File: config.mk
export PLATFORM = sky130hd
export DESIGN_NAME = tacn_ctrl
export DESIGN_NICKNAME = d
export VERILOG_FILES = /design/src/rtl/tacn_pkg.sv /design/src/rtl/tacn_ctrl.sv
export SDC_FILE = /design/constraint.sdc
export NUM_CORES = 1
export LEC_CHECK = 0
export ABC_AREA = 1
export BUFFER_PORTS_ARGS = -buffer_cell sky130_fd_sc_hd__buf_2
export CAP_MARGIN = 40
export CORE_AREA = 2 2 39 41
export DETAILED_ROUTE_END_ITERATION = 12
export DIE_AREA = 0 0 41 43
export PLACE_DENSITY_LB_ADDON = 0.3
export SLEW_MARGIN = 20
export SYNTH_ARGS = -nofsm -noshare
export SYNTH_HDL_FRONTEND = slang
export SYNTH_SLANG_ARGS = --single-unit
File: constraint.sdc
create_clock -name i_clk -period 1.25 [get_ports i_clk]
set_input_delay 0.1875 -clock i_clk [delete_from_list [all_inputs] [get_ports i_clk]]
set_output_delay 0.1875 -clock i_clk [all_outputs]
set_load 0.005 [all_outputs]
File: src/rtl/tacn_pkg.sv
// ----------------------------------------------------------------------------
// Tile average color to note: shared package
// Payload types, geometry limits and the control and status bundles that
// pass between the controller and the datapath.
// ----------------------------------------------------------------------------
package tacn_pkg;

    // Geometry limits.
    localparam int MAX_TILE_COLS = 64;
    localparam int MAX_TILE_SIZE = 64;
    localparam int MAX_DIM       = 4096;

    // Address bits of the tile sum store.
    localparam int TC_AW = $clog2(MAX_TILE_COLS);

    // Register indexes of the configuration port.
    localparam logic [1:0] REG_IMAGE_WIDTH  = 2'd0;
    localparam logic [1:0] REG_IMAGE_HEIGHT = 2'd1;
    localparam logic [1:0] REG_TILE_SIZE    = 2'd2;

    // One input pixel.
    typedef struct packed {
        logic [7:0] chan_0;
        logic [7:0] chan_1;
        logic [7:0] chan_2;
        logic       frame_start;
    } t_in;

    // One finished tile.
    typedef struct packed {
        logic [5:0]  tile_col;
        logic [11:0] tile_row;
        logic [6:0]  note;
        logic        last_tile;
    } t_out;

    // Clamped geometry as seen by the datapath.
    typedef struct packed {
        logic [12:0] w;
        logic [12:0] h;
        logic [6:0]  ts;
    } t_geom;

    // Commands from the controller.
    typedef struct packed {
        logic accept;
        logic sync_start;
        logic sync_step;
        logic upd;
        logic sel;
        logic mul;
        logic add;
        logic div_step;
        logic out_load;
    } t_cmd;

    // Status back to the controller.
    typedef struct packed {
        logic emit;
        logic cnt_zero;
        logic out_free;
    } t_sts;

endpackage

File: src/rtl/tacn_ctrl.sv
// ----------------------------------------------------------------------------
// Tile average color to note: controller
// Sequences one pixel at a time through sum update, note arithmetic, the
// shift-subtract divider and the output register. Also runs the
// position realignment after a tile size change.
// ----------------------------------------------------------------------------
module tacn_ctrl
    import tacn_pkg::*;
(
    input  logic i_clk,
    input  logic i_rst_n,
    input  logic i_in_valid,
    input  logic i_ts_wr,
    input  t_sts i_sts,
    output t_cmd o_cmd,
    output logic o_in_stall
);

    typedef enum logic [2:0] {
        S_IDLE,
        S_SYNC,
        S_UPD,
        S_SEL,
        S_MUL,
        S_ADD,
        S_DIV,
        S_OUT
    } t_state;

    t_state r_state;
    t_state n_state;
    logic   r_resync;
    logic   n_resync;
    logic   ready;

    assign ready      = (r_state == S_IDLE) && !r_resync;
    assign o_in_stall = !ready;

    // Next state and commands.
    always_comb begin
        n_state  = r_state;
        n_resync = r_resync;
        o_cmd    = '0;
        unique case (r_state)
            S_IDLE: begin
                if (r_resync) begin
                    o_cmd.sync_start = 1'b1;
                    n_state          = S_SYNC;
                end else if (i_in_valid) begin
                    o_cmd.accept = 1'b1;
                    n_state      = S_UPD;
                end
            end
            S_SYNC: begin
                o_cmd.sync_step = 1'b1;
                if (i_sts.cnt_zero) begin
                    n_resync = 1'b0;
                    n_state  = S_IDLE;
                end
            end
            S_UPD: begin
                o_cmd.upd = 1'b1;
                n_state   = i_sts.emit ? S_SEL : S_IDLE;
            end
            S_SEL: begin
                o_cmd.sel = 1'b1;
                n_state   = S_MUL;
            end
            S_MUL: begin
                o_cmd.mul = 1'b1;
                n_state   = S_ADD;
            end
            S_ADD: begin
                o_cmd.add = 1'b1;
                n_state   = S_DIV;
            end
            S_DIV: begin
                o_cmd.div_step = 1'b1;
                if (i_sts.cnt_zero) begin
                    n_state = S_OUT;
                end
            end
            S_OUT: begin
                if (i_sts.out_free) begin
                    o_cmd.out_load = 1'b1;
                    n_state        = S_IDLE;
                end
            end
            default: n_state = S_IDLE;
        endcase
        // A tile size write always forces a realignment.
        if (i_ts_wr) begin
            n_resync = 1'b1;
        end
    end

    // State and the realignment flag.
    always_ff @(posedge i_clk) begin
        if (!i_rst_n) begin
            r_state  <= S_IDLE;
            r_resync <= 1'b0;
        end else begin
            r_state  <= n_state;
            r_resync <= n_resync;
        end
    end

endmodule

==> impl_metrics.json <==
{
  "synth-compound-area-share_pct": 9.12,
  "utilization_pct": 40.1,
  "routabilityCongestion": 0.776,
  "cts_made_buffers": 3,
  "netlist_area_sq_um": 343,
  "clk_path_buf_depth": 2,
  "insertion_delay_ns": 0.23,
  "maxCapViolCount": 0,
  "drt_first_pass_iters": 4,
  "yosysSeqAreaShare_pct": 23.4,
  "synth_cell_types": 17,
  "overflow": 0,
  "area_growth_syn_to_layout_pct": 61.7,
  "synth_area_per_cell_sq_um": 6.01,
  "setup_viol": 5,
  "start_util_pct": 24.8,
  "power_density_nw_per_um2": 1860,
  "synthCells": 57,
  "maxClockFrequency_mhz": 780,
  "fin_crit_sh_pct": 103,
  "dpl-instance-area_sq_um": 443,
  "die_h_microns": 43,
  "synth.area.top_cells": "dfxtp_1 (23%), nand2_1 (14%), inv_1 (11%)",
  "ir_drop_uv": 801,
  "synth_adder_area_share_pct": 0,
  "num_vias": 424,
  "hold_class": "in -> reg",
  "yosys_warnings": 0,
  "drcViolationCount": 0,
  "antenna_found_initial": 0,
  "grt_pass1_wl_microns": 1330,
  "slowest_stage": "dfxtp_4",
  "fin_area_sq_um": 554,
  "synth_top_family_by_area": "simple AND/OR/NAND/NOR gates",
  "wl_microns": 900,
  "vias_per_cell": 4.24,
  "dp_hpwl_microns": 667,
  "reg2reg_depth": 8,
  "leakage_nw": 0.334,
  "drtIter0Drc": 5,
  "rsz0062_at_grt": "true",
  "crit_chain": "buf_4 > buf_4 > nand3_2 > inv_1 > buf_2",
  "synth_seq_cells": 4,
  "worst_path_largest_cell_delay_ns": 0.34,
  "port_buffers": 16,
  "tightest_slew_ns": 0.181,
  "fin_skew_ns": 0.000500,
  "cts_tree": "yes",
  "start_kind": "register",
  "ios": 17,
  "layout-drive-gt1-share_pct": 52.4,
  "ctsHoldBuffers": 0,
  "cts-htree-levels": 1,
  "core-area_sq_um": 1380,
  "timing_hold_violations_final": 0,
  "worstPathMaxFanout": 4,
  "syn-num-nets": 64,
  "synth-xor-area-share_pct": 0,
  "path_common_cell": "buf_4",
  "fin_total_pwr_mw": 1.03,
  "slew_headroom_pct": 87.9,
  "die_w_microns": 41,
  "fin_ws_ns": -0.0316,
  "place_ws_ns": 0.0631,
  "violations": "negative setup slack",
  "critical_path_class": "reg -> out",
  "antenna_left": 0,
  "muxShareOfSynthArea_pct": 0,
  "grtUsageTotal_pct": 11.2,
  "wire_per_inst_microns": 9.00,
  "clock_sink_count": 4,
  "antenna_cells": 0,
  "hold_depth": 3,
  "synthSimpleGateAreaFrac_pct": 47.8,
  "nNetsFinal": 93,
  "min_period_ns": 1.28,
  "fillers": 163,
  "drv_slew": 0,
  "row_count": 14,
  "yosysTopAreaCellShare_pct": 23.4,
  "clockRootBuffer": "clkbuf_4",
  "setup_tns_ns": -0.110,
  "grt_max_degree": 10,
  "cp-end-kind": "output pin",
  "die_area_sq_um": 1760,
  "yosys.area.top_type": "dfxtp_1",
  "crit_required_ns": 1.06,
  "clk_pin_slew_worst_paths_ns": 0.03,
  "crit_arrival_ns": 1.09,
  "status": "finished with violations",
  "first_global_vias": 355
}
cell usage in the layout (no fill, tap or decap), types with 2 or more instances in the layout:
cell type  instances
buf_6              3
buf_2             16
inv_2              2
nand2_2            5
nand3_1            4
clkbuf_4           3
buf_4              7
inv_1              9
nor3_2             2
nor2_1             7
nand2_1           11
dfxtp_1            2
dfxtp_4            2
a21oi_1            2
layer usage:
metal	GRT usage, %	up-vias	wire, microns	part of all wire (%)
met5	0	-	0	0
met1	12.9	184	374	42
li1	-	230	-	-
met3	1.57	0	48	5.3
met4	8.00	0	0	0
met2	17.8	10	477	53
final cells by class:
type / instances / area [sq um] / share of cell area (%)
inverter: 12 / 47.5 / 8.58
tap: 16 / 20.0 / 3.61
sequential: 4 / 87.6 / 15.8
multi-input combinational: 39 / 210 / 37.9
clock buffer: 3 / 22.5 / 4.06
timing repair buffer: 26 / 166 / 30.0
kinds of logic (layout without fill, tap and decap cells):
logic type / after synthesis / count (layout)
AND/OR/NAND/NOR: 34 / 34
flip-flops: 4 / 4
AO/OA/AOI/OAI: 5 / 5
buffers and inverters: 14 / 41
path summary, 6_finish.rpt:
path	from	end	slack [ns]
hold reg to reg	r_resync	r_resync	0.52
setup / recovery	r_state[0]	o_cmd[6]	-0.03
hold / removal	i_rst_n	r_state[0]	0.18
setup reg to reg	r_state[2]	r_state[0]	0.02
sequential cells by signal, indices dropped and copies added (netlist names):
signal and flops:
r_state 3, r_resync 1
critical path, delay by kind of cell, from the launching register on:
family | cells | cell delay (ns)
buffers and inverters | 4 | 0.45
DFF | 1 | 0.34
and+or+nand+nor | 1 | 0.08
per-stage QoR:
step,hold slack [ns],instances
floorplan,0.308,57
global placement,0.427,90
detailed placement,0.428,90
CTS,0.171,100
global route,0.194,100
finish,0.182,100
timing repair:
item | CTS | global route
endpoints found under the setup margin | 6 | 10
pin swaps | 2 | 1
setup buffers | 7 | 0
gates resized for setup | 11 | 2
cells in the mapped netlist:
library cell   n
a211oi_1       1
a21oi_1        2
a21oi_2        1
buf_6          2
dfxtp_1        4
inv_1         10
inv_2          2
nand2_1       13
nand2_2        3
nand3_1        4
nand3_2        1
nand3b_1       1
nand4_1        1
nor2_1         7
nor2_4         1
nor3_1         3
o21ai_0        1
power breakdown:
| group | leakage (nW) | internal (mW) | switching [mW] |
|---|---|---|---|
| logic | 0.286 | 0.338 | 0.330 |
| registers | 0.0343 | 0.175 | 0.0325 |
| clock network | 0.0138 | 0.107 | 0.0466 |
| total | 0.334 | 0.619 | 0.409 |
No activity file was read; power rests on OpenSTA's default activity.
