[config.mk]
export PLATFORM = sky130hd
export DESIGN_NAME = tacn_cfg
export DESIGN_NICKNAME = d
export VERILOG_FILES = /design/src/rtl/tacn_pkg.sv /design/src/rtl/tacn_cfg.sv
export SDC_FILE = /design/constraint.sdc
export NUM_CORES = 1
export LEC_CHECK = 0
export BUFFER_PORTS_ARGS = -buffer_cell sky130_fd_sc_hd__buf_2
export CAP_MARGIN = 20
export CELL_PAD_IN_SITES_DETAIL_PLACEMENT = 1
export CELL_PAD_IN_SITES_GLOBAL_PLACEMENT = 2
export CORE_AREA = 3 3 96 98
export CTS_BUF_LIST = sky130_fd_sc_hd__clkbuf_8 sky130_fd_sc_hd__clkbuf_16
export CTS_CLUSTER_DIAMETER = 200
export DETAILED_ROUTE_END_ITERATION = 6
export DIE_AREA = 0 0 99 101
export PLACE_DENSITY_LB_ADDON = 0.3
export SYNTH_ARGS = -nofsm -noshare
export SYNTH_HDL_FRONTEND = slang
export SYNTH_SLANG_ARGS = --single-unit
[constraint.sdc]
create_clock -name i_clk -period 1.5 [get_ports i_clk]
set_clock_uncertainty 0.15 [all_clocks]
set_input_delay 0.225 -clock i_clk [delete_from_list [all_inputs] [get_ports i_clk]]
set_output_delay 0.225 -clock i_clk [all_outputs]
set_load 0.03 [all_outputs]
[src/rtl/tacn_pkg.sv]
// ----------------------------------------------------------------------------
// Tile average color to note: shared package
// Payload types, geometry limits and the control and status bundles that
// pass between the controller and the datapath.
// ----------------------------------------------------------------------------
package tacn_pkg;

    // Geometry limits.
    localparam int MAX_TILE_COLS = 64;
    localparam int MAX_TILE_SIZE = 64;
    localparam int MAX_DIM       = 4096;

    // Address bits of the tile sum store.
    localparam int TC_AW = $clog2(MAX_TILE_COLS);

    // Register indexes of the configuration port.
    localparam logic [1:0] REG_IMAGE_WIDTH  = 2'd0;
    localparam logic [1:0] REG_IMAGE_HEIGHT = 2'd1;
    localparam logic [1:0] REG_TILE_SIZE    = 2'd2;

    // One input pixel.
    typedef struct packed {
        logic [7:0] chan_0;
        logic [7:0] chan_1;
        logic [7:0] chan_2;
        logic       frame_start;
    } t_in;

    // One finished tile.
    typedef struct packed {
        logic [5:0]  tile_col;
        logic [11:0] tile_row;
        logic [6:0]  note;
        logic        last_tile;
    } t_out;

    // Clamped geometry as seen by the datapath.
    typedef struct packed {
        logic [12:0] w;
        logic [12:0] h;
        logic [6:0]  ts;
    } t_geom;

    // Commands from the controller.
    typedef struct packed {
        logic accept;
        logic sync_start;
        logic sync_step;
        logic upd;
        logic sel;
        logic mul;
        logic add;
        logic div_step;
        logic out_load;
    } t_cmd;

    // Status back to the controller.
    typedef struct packed {
        logic emit;
        logic cnt_zero;
        logic out_free;
    } t_sts;

endpackage

[src/rtl/tacn_cfg.sv]
// ----------------------------------------------------------------------------
// Tile average color to note: configuration registers
// APB-style register file holding image width, image height and tile size,
// with the range clamping that the datapath expects.
// ----------------------------------------------------------------------------
module tacn_cfg
    import tacn_pkg::*;
(
    input  logic        i_clk,
    input  logic        i_rst_n,
    input  logic        psel,
    input  logic        penable,
    input  logic        pwrite,
    input  logic [3:0]  paddr,
    input  logic [31:0] pwdata,
    output logic [31:0] prdata,
    output logic        pready,
    output t_geom       o_geom,
    output logic        o_ts_wr
);

    logic [12:0] r_width;
    logic [12:0] r_height;
    logic [6:0]  r_tsize;
    logic        wr_en;

    assign pready = 1'b1;
    assign wr_en  = psel && penable && pwrite;

    // Register writes.
    always_ff @(posedge i_clk) begin
        if (!i_rst_n) begin
            r_width  <= 13'd640;
            r_height <= 13'd480;
            r_tsize  <= 7'd16;
        end else if (wr_en) begin
            unique case (paddr[3:2])
                REG_IMAGE_WIDTH:  r_width  <= pwdata[12:0];
                REG_IMAGE_HEIGHT: r_height <= pwdata[12:0];
                REG_TILE_SIZE:    r_tsize  <= pwdata[6:0];
                default: ;
            endcase
        end
    end

    // A tile size change calls for a realignment of the position counters.
    assign o_ts_wr = wr_en && (paddr[3:2] == REG_TILE_SIZE);

    // Register reads.
    always_comb begin
        unique case (paddr[3:2])
            REG_IMAGE_WIDTH:  prdata = {19'd0, r_width};
            REG_IMAGE_HEIGHT: prdata = {19'd0, r_height};
            REG_TILE_SIZE:    prdata = {25'd0, r_tsize};
            default:          prdata = 32'd0;
        endcase
    end

    // Clamp the registers into their usable ranges.
    always_comb begin
        if (r_width == 13'd0)                o_geom.w = 13'd1;
        else if (r_width > 13'(MAX_DIM))     o_geom.w = 13'(MAX_DIM);
        else                                 o_geom.w = r_width;

        if (r_height == 13'd0)               o_geom.h = 13'd1;
        else if (r_height > 13'(MAX_DIM))    o_geom.h = 13'(MAX_DIM);
        else                                 o_geom.h = r_height;

        if (r_tsize == 7'd0)                 o_geom.ts = 7'd1;
        else if (r_tsize > 7'(MAX_TILE_SIZE)) o_geom.ts = 7'(MAX_TILE_SIZE);
        else                                 o_geom.ts = r_tsize;
    end

endmodule

==> impl_results.md, run 1 <==
* Status: finished, violations left
* Failing checks: setup timing
* Post-Syn Area per Cell at 8.33 um2
* Port bufs at 66
* Critical path peak fanout at 2
* Adder-Cell Fraction of Synth Area at 0%
* Cell variety after synth at 28
* Final slew viol count at 0
* Initial Util at 23.5%
* Crit start category: flip-flop
* Die extent in y at 101 um
* Leakage at 0.00147 uW
* Clk_lat worst skew at 0.28 ns
* Fin. Hold Viols at 0
* CP top delay family: simple AND/OR/NAND/NOR gates
* Synth warn at 0
* Most frequent cells in the layout: buf_4, nand2_1, mux2i_1
* Power Density at 645 nW/um2
* Chip width at 99 um
* Cell taking the most area after synthesis: dfxtp_1
* Worst setup margin at -0.173 ns
* Antenna-violating nets left at 0
* HPWL after DPL at 5320 um
* Cell Area, Synth at 2010 um2
* Vias in the first global route at 1,960
* Worst Hold Class: in2reg
* Min Clock Period, post-route at 1.67 ns
* CTS tree: done
* Crit end category: output port
* GRT Util Overall at 13.3%
* RSZ-0062 raised after global routing: yes
* DRT iter0 DRCs at 58
* Leading cell type in the layout, fill and taps excluded: buf_4
* Crit path kind: reg2out
* Die area at 10000 um2
* Critical path cell sequence: nor4_4, a31oi_1, nor2_1, buf_4
* Mux cell area share after synthesis at 20.4%
* Clock H-tree levels at 2
* Complex-gate fraction of the synthesized area at 5.74%
* Xor and xnor area share after synthesis at 0%
* Vias per cell at 4.26
* Fin crit share at 112%
* Core Area at 8550 um2
* WHS at 0.0635 ns
* Pin count of the biggest net entering global routing at 26
* Grt total ovfl at 0
* Largest family of logic cells by synthesized area: simple AND/OR/NAND/NOR gates
* Routability cong. at 0.817
* WL per Instance at 15.0 um
* Area Growth Syn to Fin at 58.4%
* Max cap viols at 0
* # diodes at 0
* # IOs at 108
* DRC at 0
* CTS root buf: clkbuf_8
* Post-Route Utilization at 37.2%
* Vias at 1,875
* Rows at 34
* Layout cells sized above 1 at 55.7%
* CP Data Arrival Time at 1.30 ns
* Clock Sinks at 33
* Initial antenna violation count at 0
* Nets at 372
* Worst vdd ir at 249 uV
* Yosys reg bits at 33
* First-pass GRT wire length at 10,500 um
* Simple-gate share of the synthesized area at 25.7%
* Clock Pin Slew Worst Setup and Hold Paths at 0.07 ns
* Required time of the critical path at 1.12 ns
* Buf+Inv Stages, Crit Path at 1
* DRT Pass-1 Iters at 4
* Crit-path max cell delay at 0.34 ns
* Max Buffers Root-to-Sink at 2
* Register area share after synthesis at 32.9%
* Top post-synthesis cells by area: dfxtp_1, mux2i_1, nor2b_1
* Fmax at 598 MHz
* Design Power at 2050 uW
* CTS buffer count at 5
* Max stage delay cell, worst path: dfxtp_2
* Synthesized instance count at 241
* Post-synth top area share at 32.9%
* Finish-stage setup viols at 5
* Wirelength, routed at 6590 um
tightest hold or removal path: stages:
cell and delay (ns):
buf_2 0.11, nand2_1 0.05, mux2i_1 0.06
cell usage after synthesis:
cell type / n
buf_2: 3
buf_12: 1
and2_4: 1
a21oi_1: 3
nor3_2: 1
mux2i_1: 41
o21ai_0: 7
conb_1: 2
a31oi_1: 2
or3_1: 1
dfxtp_1: 33
nand3b_2: 1
and3_1: 1
nand3_1: 4
buf_6: 5
buf_4: 20
inv_1: 5
o211ai_1: 1
nor2b_1: 28
nor2_1: 13
clkbuf_1: 10
nand2_1: 45
nand2b_1: 1
o31ai_1: 1
nor3_1: 3
nor4_1: 4
o211ai_2: 3
nor2b_4: 1
flip-flops by register name, indices dropped and copies added, names as in the netlist:
| name | count |
|---|---|
| r_height | 13 |
| r_tsize | 7 |
| r_width | 13 |
layout make-up:
| class | instances | area [um2] |
|---|---|---|
| inverters | 5 | 18.8 |
| flip-flops and latches | 33 | 708 |
| well taps | 108 | 135 |
| fillers | 1008 | 5370 |
| clock buffers | 7 | 96.3 |
| clock inverters | 1 | 5.00 |
| repair buffers | 104 | 866 |
| multi-input cells | 182 | 1350 |
per-layer routing:
metal | vias up | track usage, % | wire length [um]
met3 | 2 | 2.70 | 335
li1 | 936 | - | -
met1 | 886 | 18.1 | 3100
met5 | - | 0 | 0
met4 | 0 | 2.84 | 29
met2 | 51 | 21.9 | 3130
cell families after synthesis:
| group | count (synthesis) |
|---|---|
| and+or+nand+nor | 104 |
| buffers and inverters | 44 |
| muxes | 41 |
| DFF | 33 |
| AOI/OAI and AO/OA | 17 |
| other | 2 |
where the power goes:
part | switching (uW) | internal, uW | leakage, uW | total [uW]
registers | 14.1 | 880 | 0.000277 | 894
clock network | 329 | 415 | 0.0000542 | 744
logic | 259 | 153 | 0.00114 | 412
total | 602 | 1450 | 0.00147 | 2050
stage by stage:
stage / TNS [ns] / setup WS (ns) / instances / instance area (um2)
after CTS: -0.759 / -0.223 / 441 / 2900
after global placement: -0.218 / -0.0341 / 430 / 2580
after floorplan: -0.00989 / -0.00989 / 259 / 2100
after detailed placement: -0.294 / -0.0401 / 430 / 2580
final: -0.409 / -0.173 / 440 / 3180
after global routing: -1.12 / -0.248 / 440 / 3180
final timing paths:
| check | end | slack [ns] | cells after the start | from |
|---|---|---|---|---|
| hold / removal | r_height[9]$_SDFFE_PN0P_ | 0.06 | 3 | pwdata[9] |
| setup / recovery | o_geom[20] | -0.17 | 4 | r_width[1]$_SDFFE_PN0P_ |
| hold reg to reg | r_tsize[0]$_SDFFE_PN0P_ | 0.33 | 2 | r_tsize[0]$_SDFFE_PN0P_ |
| setup reg to reg | r_tsize[6]$_SDFFE_PN0P_ | 0.53 | 3 | r_tsize[6]$_SDFFE_PN0P_ |
what timing repair did:
item / CTS / global route
setup endpoints to repair: 23 / 44
buffers inserted: 3 / 4
gates cloned: 0 / 0
resized for setup: 62 / 115
pin swaps: 12 / 16
hold buffers: 0 / 0
Note: power is estimated with default switching activity, not from simulation.
==> run 2, diff against run 1 <==
Settings changed: CORE_AREA 3 3 96 98 to 3 3 92 94, DIE_AREA 0 0 99 101 to 0 0 95 97.
Clock period 1.5 ns to 2.1 ns, I/O delays scaled along.
==> run 2 against run 1 <==
Effect of this change: the flow now finishes without violations; hold slack improved by 0.082 ns; critical path depth did not move; sequential share of layout area rose by 5.3 points; critical endpoint unchanged; largest cell class unchanged.
==> impl_results.md, run 2 (synthesized netlist as in run 1, its figures left out) <==
* CP Data Arrival Time at 1.48 ns (+0.18 ns)
* # IOs at 108 (unchanged)
* Finished Layout Cells at 402 (-8.6%)
* Worst vdd ir at 219 uV (-12%)
* Clock Sinks at 33 (unchanged)
* Clk_lat worst skew at 0.28 ns (about the same)
* Min Clock Period, post-route at 1.95 ns
* Finish-stage setup viols at 0 (-5)
* Fin crit share at 92.8%
* Setup TNS at 0 ns (+0.409 ns)
* Antenna-violating nets left at 0 (unchanged)
* Wirelength, routed at 6060 um (-8.0%)
* Crit start category: flip-flop
* Power Density at 551 nW/um2 (-15%)
* Nets at 340 (-8.6%)
* Critical path peak fanout at 4 (+2)
* Post-route cell area at 2400 um2 (-25%)
* Core Area at 7730 um2 (-9.6%)
* Post-DP Area at 2310 um2 (-10%)
* DRT iter0 DRCs at 49 (-16%)
* Relative slew slack at 60.6%
* Die extent in y at 97 um (-4.0%)
* Vias per cell at 4.30 (+0.87%)
* Regs by FF count: r_height (13), r_width (13), r_tsize (7)
* Area Growth Syn to Fin at 19.5%
* Critical R2R Launch: r_width[12]$_SDFFE_PN0P_
* Port bufs at 66 (unchanged)
* Critical path cell sequence: nor4_2, a31oi_1, nor2_1, buf_2
* Rows at 32 (-5.9%)
* Worst Hold Class: in2reg
* Vias in the first global route at 1,778 (-9.3%)
* Leakage at 0.00122 uW (-17%)
* Layout cells sized above 1 at 28.3% (-27 points)
* Pin count of the biggest net entering global routing at 48 (+85%)
* RSZ-0062 raised after global routing: no
* Clock Pin Slew Worst Setup and Hold Paths at 0.07 ns (about the same)
* Setup WS pre-CTS at 0.246 ns (+0.286 ns)
* Grt total ovfl at 0 (unchanged)
* Critical Path Start: r_width[4]$_SDFFE_PN0P_
* Fmax at 513 MHz
* First-pass GRT wire length at 9490 um (-9.5%)
* DRT Pass-1 Iters at 4 (unchanged)
* GRT Util Overall at 13.3% (-0.058 points)
* Initial antenna violation count at 0 (unchanged)
* CTS tree: done
* CTS buffer count at 5 (unchanged)
* Crit path kind: reg2out
* Most frequent cells in the layout: buf_2, nand2_1, mux2i_1
* Post-CTS setup buffers at 0 (-3)
* Design Power at 1320 uW (-36%)
* Chip width at 95 um (-4.0%)
* Fin. Hold Viols at 0 (unchanged)
* WL per Instance at 15.1 um (+0.65%)
* Vias at 1,728 (-7.8%)
* Leading cell type in the layout, fill and taps excluded: buf_2
* Status: finished, final reports clean
* Worst setup margin at 0.151 ns (+0.324 ns)
* Max cap viols at 0 (unchanged)
* Post-placement cell count at 394 (-8.4%)
* Max Buffers Root-to-Sink at 2 (unchanged)
* # diodes at 0 (unchanged)
* FILL cells at 958 (-5.0%)
* Initial Util at 26.0% (+2.5 points)
* Crit end category: output port
* Final slew viol count at 0 (unchanged)
* Clock H-tree levels at 2 (unchanged)
* Hold Startpoint: pwdata[8]
* Crit-path max cell delay at 0.38 ns (+0.04 ns)
* Max stage delay cell, worst path: dfxtp_1
* HPWL after DPL at 4640 um (-13%)
* DRC at 0 (unchanged)
* CTS Hold Buffers Added at 0 (unchanged)
* Required time of the critical path at 1.63 ns (+0.51 ns)
* Die area at 9220 um2 (-7.8%)
* CTS root buf: clkbuf_8
* Actual slew at the worst max-slew pin at 0.591 ns
* Routability cong. at 0.793 (-2.9%)
-- run 2: changes by cell type in the layout (fill, tap and decap cells not counted), moves of 17 or more --
| cell | delta |
|---|---|
| buf_6 | -28 |
| nor2b_1 | +17 |
| buf_2 | +43 |
| buf_4 | -45 |
| dfxtp_2 | -20 |
| dfxtp_1 | +26 |
-- run 2: per-stage QoR --
step / hold WS (ns) / utilization, %
after floorplan: 0.297 / -
after global placement: 0.316 / 29.9
after detailed placement: 0.331 / 29.9
after CTS: 0.139 / 30.9
after global routing: 0.145 / 31.0
final: 0.146 / 31.0
-- run 2: repair_timing --
item	in CTS	in global routing
hold endpoints to repair	0	0
resized for setup	0	1
endpoints found under the setup margin	0	1
-- run 2: cell type report --
cell class | instances | area (um2) | area share, %
flip-flops and latches | 33 | 661 | 27.6
multi-input cells | 182 | 1120 | 46.8
clock buffers | 5 | 68.8 | 2.87
inverters | 5 | 18.8 | 0.783
repair buffers | 72 | 388 | 16.2
clock inverters | 3 | 11.3 | 0.470
well taps | 102 | 128 | 5.32
-- run 2: report_power, final --
group,switching (uW),internal (uW)
Sequential,10.5,635
Combinational,165,62.4
Clock,228,221
Total,403,918
-- run 2: path summary, 6_finish.rpt --
path / end / slack, ns / depth (start not counted)
hold / removal: r_width[8]$_SDFFE_PN0P_ / 0.15 / 3
hold reg to reg: r_tsize[0]$_SDFFE_PN0P_ / 0.34 / 2
setup reg to reg: r_width[12]$_SDFFE_PN0P_ / 0.98 / 2
setup / recovery: o_geom[20] / 0.15 / 4
-- run 2: critical path: cells and delay by family, from the launching register on --
kind	cells	cell delay, ns
simple gates	2	0.47
flops	1	0.38
buf+inv	1	0.21
compound gates	1	0.14
-- run 2: layer usage --
| layer | GRT usage [%] | routed length, um | up-vias |
|---|---|---|---|
| met1 | 17.9 | 2880 | 802 |
| met5 | 0 | 0 | - |
| met4 | 4.33 | 91 | 0 |
| met3 | 2.57 | 332 | 6 |
| li1 | - | - | 864 |
| met2 | 21.1 | 2760 | 56 |
